## config.mk

```make
export PLATFORM = sky130hd
export DESIGN_NAME = dsvs_ctrl
export DESIGN_NICKNAME = d
export VERILOG_FILES = /design/src/rtl/dsvs_pkg.sv /design/src/rtl/dsvs_ctrl.sv
export SDC_FILE = /design/constraint.sdc
export NUM_CORES = 1
export LEC_CHECK = 0
export BUFFER_PORTS_ARGS = -buffer_cell sky130_fd_sc_hd__buf_2
export CAP_MARGIN = 5
export CORE_ASPECT_RATIO = 0.8
export CORE_MARGIN = 3
export CORE_UTILIZATION = 50
export DETAILED_ROUTE_END_ITERATION = 8
export PLACE_DENSITY = 0.78
export SETUP_SLACK_MARGIN = 0.4
export SYNTH_ARGS = -nofsm -noshare
export SYNTH_HDL_FRONTEND = slang
export SYNTH_SLANG_ARGS = --single-unit
export TNS_END_PERCENT = 10
```

## constraint.sdc

```tcl
create_clock -name clk -period 5.1 [get_ports clk]
set_input_delay 1.02 -clock clk [delete_from_list [all_inputs] [get_ports clk]]
set_output_delay 1.02 -clock clk [all_outputs]
set_load 0.02 [all_outputs]
```

## src/rtl/dsvs_pkg.sv

```systemverilog
`default_nettype none
package dsvs_pkg;

	typedef enum logic [1:0] {
		CMD_LOAD = 2'd0,
		CMD_STEP = 2'd1,
		CMD_READ = 2'd2,
		CMD_NONE = 2'd3
	} cmd_t;

	localparam logic [2:0] REG_C2_LIGHT    = 3'd0;
	localparam logic [2:0] REG_C2_HEAVY    = 3'd1;
	localparam logic [2:0] REG_MASS_HEAVY  = 3'd2;
	localparam logic [2:0] REG_DAMPING     = 3'd3;
	localparam logic [2:0] REG_BOUNDARY    = 3'd4;
	localparam logic [2:0] REG_DRIVE_INDEX = 3'd5;
	localparam logic [2:0] REG_HEAVY_START = 3'd6;

	typedef struct packed {
		logic [15:0] c2_light;
		logic [15:0] c2_heavy;
		logic [15:0] mass_heavy;
		logic [15:0] damping;
		logic        open_ends;
		logic [8:0]  drive_index;
		logic [9:0]  heavy_start;
	} cfg_t;

	typedef struct packed {
		logic clr_we;
		logic strm_rd;
		logic pass_b;
		logic end_wr0;
		logic end_wr1;
		logic fetch;
		logic capt;
	} ctl_cmd_t;

	typedef struct packed {
		logic pipe_busy;
	} dp_stat_t;

	function automatic logic signed [31:0] sat32(input logic signed [39:0] x);
		if (x > 40'sd2147483647) begin
			return 32'sh7FFFFFFF;
		end else if (x < -40'sd2147483648) begin
			return 32'sh80000000;
		end else begin
			return x[31:0];
		end
	endfunction

	function automatic logic [62:0] sat_add63(input logic [62:0] a, input logic [62:0] b);
		logic [63:0] s;
		s = {1'b0, a} + {1'b0, b};
		if (s[63]) begin
			return '1;
		end else begin
			return s[62:0];
		end
	endfunction

endpackage
`default_nettype wire

```

## src/rtl/dsvs_ctrl.sv

```systemverilog
`default_nettype none
module dsvs_ctrl #(
	parameter int POINTS = 512
) (
	input  wire logic                      clk,
	input  wire logic                      arst_n,
	input  wire logic                      start,
	input  wire logic [1:0]                command,
	input  dsvs_pkg::dp_stat_t             stat,
	output dsvs_pkg::ctl_cmd_t             cmd,
	output logic      [$clog2(POINTS)-1:0] addr,
	output logic                           busy,
	output logic                           done
);
	import dsvs_pkg::*;

	localparam int AW = $clog2(POINTS);

	typedef enum logic [9:0] {
		S_CLEAR   = 10'b0000000001,
		S_IDLE    = 10'b0000000010,
		S_PASS_A  = 10'b0000000100,
		S_DRAIN_A = 10'b0000001000,
		S_END0    = 10'b0000010000,
		S_END1    = 10'b0000100000,
		S_PASS_B  = 10'b0001000000,
		S_DRAIN_B = 10'b0010000000,
		S_FETCH   = 10'b0100000000,
		S_CAPT    = 10'b1000000000
	} state_t;

	state_t        state_q;
	logic [AW-1:0] ctr_q;
	logic          done_q;
	logic          last;

	assign last = (ctr_q == AW'(POINTS - 1));

	always_ff @(posedge clk or negedge arst_n) begin
		if (!arst_n) begin
			state_q <= S_CLEAR;
			ctr_q   <= '0;
			done_q  <= 1'b0;
		end else begin
			done_q <= (state_q == S_CAPT);
			case (state_q)
				S_CLEAR: begin
					ctr_q <= last ? '0 : ctr_q + 1'b1;
					if (last) begin
						state_q <= S_IDLE;
					end
				end
				S_IDLE: begin
					if (start) begin
						state_q <= (command == CMD_STEP) ? S_PASS_A : S_FETCH;
					end
				end
				S_PASS_A: begin
					ctr_q <= last ? '0 : ctr_q + 1'b1;
					if (last) begin
						state_q <= S_DRAIN_A;
					end
				end
				S_DRAIN_A: begin
					if (!stat.pipe_busy) begin
						state_q <= S_END0;
					end
				end
				S_END0: state_q <= S_END1;
				S_END1: state_q <= S_PASS_B;
				S_PASS_B: begin
					ctr_q <= last ? '0 : ctr_q + 1'b1;
					if (last) begin
						state_q <= S_DRAIN_B;
					end
				end
				S_DRAIN_B: begin
					if (!stat.pipe_busy) begin
						state_q <= S_FETCH;
					end
				end
				S_FETCH: state_q <= S_CAPT;
				S_CAPT:  state_q <= S_IDLE;
				default: state_q <= S_IDLE;
			endcase
		end
	end

	always_comb begin
		cmd         = '0;
		cmd.clr_we  = (state_q == S_CLEAR);
		cmd.strm_rd = (state_q == S_PASS_A) || (state_q == S_PASS_B);
		cmd.pass_b  = (state_q == S_PASS_B) || (state_q == S_DRAIN_B);
		cmd.end_wr0 = (state_q == S_END0);
		cmd.end_wr1 = (state_q == S_END1);
		cmd.fetch   = (state_q == S_FETCH);
		cmd.capt    = (state_q == S_CAPT);
	end

	assign addr = ctr_q;
	assign busy = (state_q != S_IDLE);
	assign done = done_q;

endmodule
`default_nettype wire

```

# [Word level (Yosys, flattened, before mapping)]
# Index checks and enable logic that the tools add are counted.
# Widths: inputs -> output; s select.
[classes] add_sub_neg=1 multipliers=0 div_mod_pow=0 magnitude_cmp=0 n_eq_ne=19 n_shift=0 mux=9 n_bitwise=0 reduce_logical=4
[op_table] operator="$pmux 10 s9" n=1
[op_table] operator="$mux 10" n=6
[op_table] operator="$mux 9" n=2
[op_table] operator="$eq 10x1->1 const B" n=1
[op_table] operator="$eq 10x10->1 const B" n=1
[op_table] operator="$eq 10x2->1 const B" n=1
[op_table] operator="$eq 10x3->1 const B" n=1
[op_table] operator="$eq 10x4->1 const B" n=1
[op_table] operator="$eq 10x5->1 const B" n=1
[op_table] operator="$eq 10x6->1 const B" n=1
[op_table] operator="$eq 10x7->1 const B" n=1
[op_table] operator="$eq 10x8->1 const B" n=1
[op_table] operator="$eq 10x9->1 const B" n=1
[op_table] operator="$ne 10x2->1 const B" n=1
[op_table] operator="$ne 2x2->1 const B" n=5
[op_table] operator="$add 9x1->9 const B" n=1
[op_table] operator="$eq 9x9->1 const B" n=1
[op_table] operator="$reduce_and 6->1" n=1
[op_table] operator="$reduce_or 3->1" n=1
[op_table] operator="$eq 2x1->1 const B" n=1
[op_table] operator="$logic_or 1x1->1" n=2
[op_table] operator="$ne 2x1->1 const B" n=1
[word_totals] register_bits=20 latch_bits=0 mem_bits_rw=0 mem_bits_ro=0 elab_cells=36 memories=0

# [Depth between registers and ports, before layout]
[depth] word_depth=4 mapped_depth=11 mapped_depth_nobuf=10

# [Worst setup path before layout]
# Ideal clock, no wire load.
[synth_timing] path_type="reg-to-reg" from="reg ctr_q[0] (netlist: addr[0])" to="reg state_q[2]" arrival_ns=2.642 path_slack_ns=2.333 stages_incl_launch_ff=12 path_buffers=1 cell_sequence="dfrtp_1 > ha_1 > and3_1 > and3_1 > and3_1 > ha_1 > clkbuf_1 > nor2_1 > a21oi_1 > o32ai_1 > a221oi_4 > mux2_2"
[synth_via] elab_chain_len=3 word_cells_on_any_way=5 classes_between="4 x eq/ne; 1 x reduce/logical"
[synth_rtl] element="from (decl)" line="dsvs_ctrl.sv:33" source="logic [AW-1:0] ctr_q;"
[synth_rtl] element="from (signal assigned)" line="dsvs_ctrl.sv:48" source="ctr_q <= last ? '0 : ctr_q + 1'b1;"
[synth_rtl] element="from (signal assigned)" line="dsvs_ctrl.sv:59" source="ctr_q <= last ? '0 : ctr_q + 1'b1;"
[synth_rtl] element="from (signal assigned)" line="dsvs_ctrl.sv:72" source="ctr_q <= last ? '0 : ctr_q + 1'b1;"
[synth_rtl] element="$eq 9x9->1 *" line="dsvs_ctrl.sv:37" source="assign last = (ctr_q == AW'(POINTS - 1));"
[synth_rtl] element="$ne 2x2->1 (no line) / $ne 2x1->1 (equally long branches)"
[synth_rtl] element="$reduce_and 6->1 (no line) *"
[synth_rtl] element="to (signal assigned)" line="dsvs_ctrl.sv:55" source="state_q <= (command == CMD_STEP) ? S_PASS_A : S_FETCH;"
[synth_rtl] element="to (decl)" line="dsvs_ctrl.sv:32" source="state_t state_q;"
# Mark *: on every way between the ends. The rest lies on a longest branch, timed or not.
# A chain may end at the register's enable or synchronous reset.

# [Final worst setup path]
[layout_timing] from="reg state_q[4]" to="out busy"
[layout_via] elab_chain_len=1
[layout_rtl] element="$ne 10x2->1" line="dsvs_ctrl.sv:101" source="assign busy = (state_q != S_IDLE);"
[layout_rtl] element="to (decl)" line="dsvs_ctrl.sv:12" source="output logic busy,"
# Every way passes these cells.

==> results list <==
* Finished Layout Cells: 166
* Part of the power in combinational logic: 44.2%
- For this configuration, the core starts out at a cell density of 54.0%.
- IR analysis of the VDD net gives a maximum drop of 0.237 mV.
* Largest net degree at the start of global routing: 21
- Antenna Violating Nets Remaining: 0
* Endpoint required time on the critical path: 4080 ps
- The clock passes through at most 2 buffers.
- In the routed layout, each cell is associated on average with a via count of 5.86.
* First drt pass iteration count: 4
- Unrepaired setup endpoints after global routing: false
* Instance count of the mapped netlist: 119
* Switching component of the power: 237 uW
* Cell breakdown of the critical path: nor4_4 > nand2_2 > or4_1 > buf_2
- Critical path endpoint: busy
- Accumulated negative setup slack: 0 ps
- Achievable Freq: 325 MHz
* Final weighted congestion of routability-driven global placement: 0.866
* Switching Share: 41.5%
- The number of antenna diodes in the final layout is 0.
- Global routing finished with a remaining overflow of 0.
* Data arrival time of the worst path: 2060 ps
* Overall global routing resource usage: 18.9%
- The critical path is of the register to output port type.
* CTS HTree Levels: 1
- When the netlist entered floorplanning its net count stood at 128.
* Ports placed on the boundary: 24
* Sequential Power Share: 39.5%
- The worst register-to-register path begins at addr[0].
* Clock buffer count from CTS: 3
* Worst Reg2Reg Path Length in Cells: 10
- The synthesized design contains 20 register bits.
- For this run, the slowest stage of the critical path takes 570 ps.
* Average size of a mapped cell: 9.97 um2
- In this run the register-to-register setup slack is 2140 ps.
* Post-placement cell count: 162
- The worst path needs 3080 ps of the cycle, external delays included.
- The routed design has 2510 um of wire.
* Placeable core region: 2200 um2
* Fraction of layout cells with a size suffix above 1: 29.1%
* Width of the die: 60.5 um
- Max-capacitance violation count: 0
- The first routing iteration left 46 violations.
- The routed layout has 972 vias.
- After filler insertion, the fill cell instance count of the layout stands at 178.
- Per report_power, the clock group accounts for 16.3% of the total.
* Final net count: 151
- FP Rows: 15
* DPL Wire Length: 1910 um
- For this design, the CTS-stage hold fixing added 0 buffers.
* Pins Over Slew Limit: 0
- Summing the sequential cell areas from Yosys gives 42.3% of the chip area.
* Initial antenna violation count: 0
- The most critical setup path has its startpoint at state_q[4].
* Run status: finished clean
* Final setup violating endpoints: 0
- Power per standard cell area: 425 nW/um2
- Area of the mapped netlist: 1190 um2
- From bottom edge to top edge, the die measures 49.6 um.
- After synthesis, the netlist uses 38 different library cells.
- Layout Area Growth over Synthesis: 13.4%
- For the pin with the worst max-slew slack, the measured transition is 485 ps.
- Ys Warns: 0
* Remaining design rule violation count: 0
* Nature of the critical path endpoint: output port
- The count of buffers added on input and output ports is 23.
- Wire length of the first global-routing pass: 4220 um
- Worst relative slew slack: 67.6%
- Dividing the final minimum period by the clock period gives 60.4%.
- Along the worst path, the maximum fanout reaches 6.
- The via count of the first global-routing pass is 896.
- Startpoint type of the worst setup path: register
* Avg WL per Cell: 15.1 um
- WHS: 513 ps
* Leakage: 0.000680 uW
* CTS-repair resized insts: 0
* Type of the worst min-delay path: register to register
- The endpoint identified for the worst register-to-register timing path is state_q[7].
- Clock transition time at the flip-flop clock pins of the worst setup and hold paths: 110 ps
* Maximum clock skew at final layout: 2.64 ps
- CTS root buf: sky130_fd_sc_hd__clkbuf_4
* Full die area: 3000 um2
* Post-CTS Setup Repair Bufs: 0
- TritonCTS built the clock tree.
- Critical-path cell with the highest stage delay: sky130_fd_sc_hd__or4_1
- Count of clock tree sinks: 20
- P_int: 334 uW
* Final Hold Vio Count: 0
* Clock insertion delay at the later pin of the skew report: 310 ps
[power groups by stage]
stage	clock network, uW	logic (uW)	registers, uW
floorplan	0	190	228
finish	93.5	253	226
detailed placement	0	253	228
global route	103	278	232
CTS	94.3	253	225
global placement	0	241	226
[metrics by stage]
| stage | area, um2 | total power (uW) | utilization (%) | setup WS [ps] |
|---|---|---|---|---|
| floorplan | 1190 | 419 | - | 2330 |
| global placement | 1310 | 467 | 59.6 | 2250 |
| detailed placement | 1310 | 481 | 59.6 | 2170 |
| CTS | 1350 | 573 | 61.3 | 2030 |
| global route | 1350 | 613 | 61.3 | 1920 |
| finish | 1350 | 572 | 61.3 | 2020 |
[worst min-delay path by stage]
stage | cells past startpoint | slack (ps) | from | to
2_1_floorplan | 1 | 470 | state_q[9] | state_q[9]
3_3_place_gp | 1 | 490 | state_q[9] | state_q[9]
3_5_place_dp | 1 | 500 | addr[7] | addr[7]
4_1_cts | 1 | 520 | addr[7] | addr[7]
5_1_grt | 1 | 540 | addr[7] | addr[7]
6_report | 1 | 510 | state_q[9] | state_q[9]
[flip-flops by register name, indices dropped and copies added (netlist names)]
| register | flops |
|---|---|
| addr | 9 |
| done | 1 |
| state_q | 10 |
[cells in the final DEF, fill, tap and decap left out, types with 2 or more instances in the layout]
cell type / instances
sky130_fd_sc_hd__buf_2: 23
sky130_fd_sc_hd__dfrtp_1: 19
sky130_fd_sc_hd__nor2_1: 14
sky130_fd_sc_hd__nand2b_1: 8
sky130_fd_sc_hd__nor3b_1: 7
sky130_fd_sc_hd__o21ai_1: 7
sky130_fd_sc_hd__nand2_1: 5
sky130_fd_sc_hd__and3_1: 5
sky130_fd_sc_hd__o21ai_0: 5
sky130_fd_sc_hd__nand3_1: 4
sky130_fd_sc_hd__inv_1: 3
sky130_fd_sc_hd__nor2b_1: 3
sky130_fd_sc_hd__ha_1: 3
sky130_fd_sc_hd__clkbuf_4: 3
sky130_fd_sc_hd__nor4_4: 2
sky130_fd_sc_hd__nor4_1: 2
sky130_fd_sc_hd__nand4b_1: 2
sky130_fd_sc_hd__a31oi_1: 2
sky130_fd_sc_hd__xnor2_1: 2
sky130_fd_sc_hd__mux2_2: 2
sky130_fd_sc_hd__o31ai_2: 2
[per-layer routing]
layer	share of wire, %	vias to the layer above	GRT usage (%)
li1	-	472	-
met1	45	459	26.6
met2	47	37	28.6
met3	6.8	4	5.50
met4	1.0	0	4.33
met5	0	-	0
[kinds of logic after synthesis]
logic type | synth area share, %
xor gates and xnor gates | 1.48
muxes | 4.01
adders and majority gates | 3.16
and+or+nand+nor | 31.8
buffers and inverters | 2.95
DFF | 42.3
AOI/OAI and AO/OA | 14.3
[synth_stat cells (all sizes together)]
| cell type | number | share of area, % |
|---|---|---|
| nand4b | 2 | 1.5 |
| o31ai | 2 | 2.1 |
| nand2 | 6 | 2.1 |
| a21oi | 1 | 0.42 |
| dfstp | 1 | 2.2 |
| a221oi | 1 | 2.2 |
| or4 | 1 | 0.63 |
| or2 | 3 | 1.8 |
| mux2 | 3 | 3.2 |
| ha | 3 | 3.2 |
| a21boi | 1 | 0.95 |
| buf | 4 | 1.7 |
| inv | 3 | 0.95 |
| nor2b | 3 | 1.6 |
| nand2b | 9 | 5.4 |
| o21ai | 12 | 5.1 |
| nor2 | 14 | 4.4 |
| and3 | 5 | 2.6 |
| nand4 | 1 | 0.53 |
| xnor2 | 2 | 1.5 |
| nor3b | 7 | 4.4 |
| mux2i | 1 | 0.84 |
| clkbuf | 1 | 0.32 |
| nor3 | 1 | 0.42 |
| nor4 | 4 | 4.6 |
| a31oi | 2 | 1.1 |
| o32ai | 1 | 0.74 |
| nand3 | 4 | 1.7 |
| a41o | 1 | 0.84 |
| dfrtp | 19 | 40 |
| o41a | 1 | 0.95 |
[area by class of cell]
class                      count  area, um2  share of cell area, %
clock buffer                   4       36.3                   2.70
timing repair buffer          23        115                   8.56
multi-input combinational     91        649                   48.3
inverter                       3       11.3                  0.837
sequential                    20        502                   37.3
tap                           25       31.3                   2.33
[critical path, delay by kind of cell, from the launching register on]
family / cells / cell delay, ps
buf+inv: 1 / 200
flops: 1 / 480
simple gates: 3 / 1080
No activity file was read; power rests on OpenSTA's default activity.
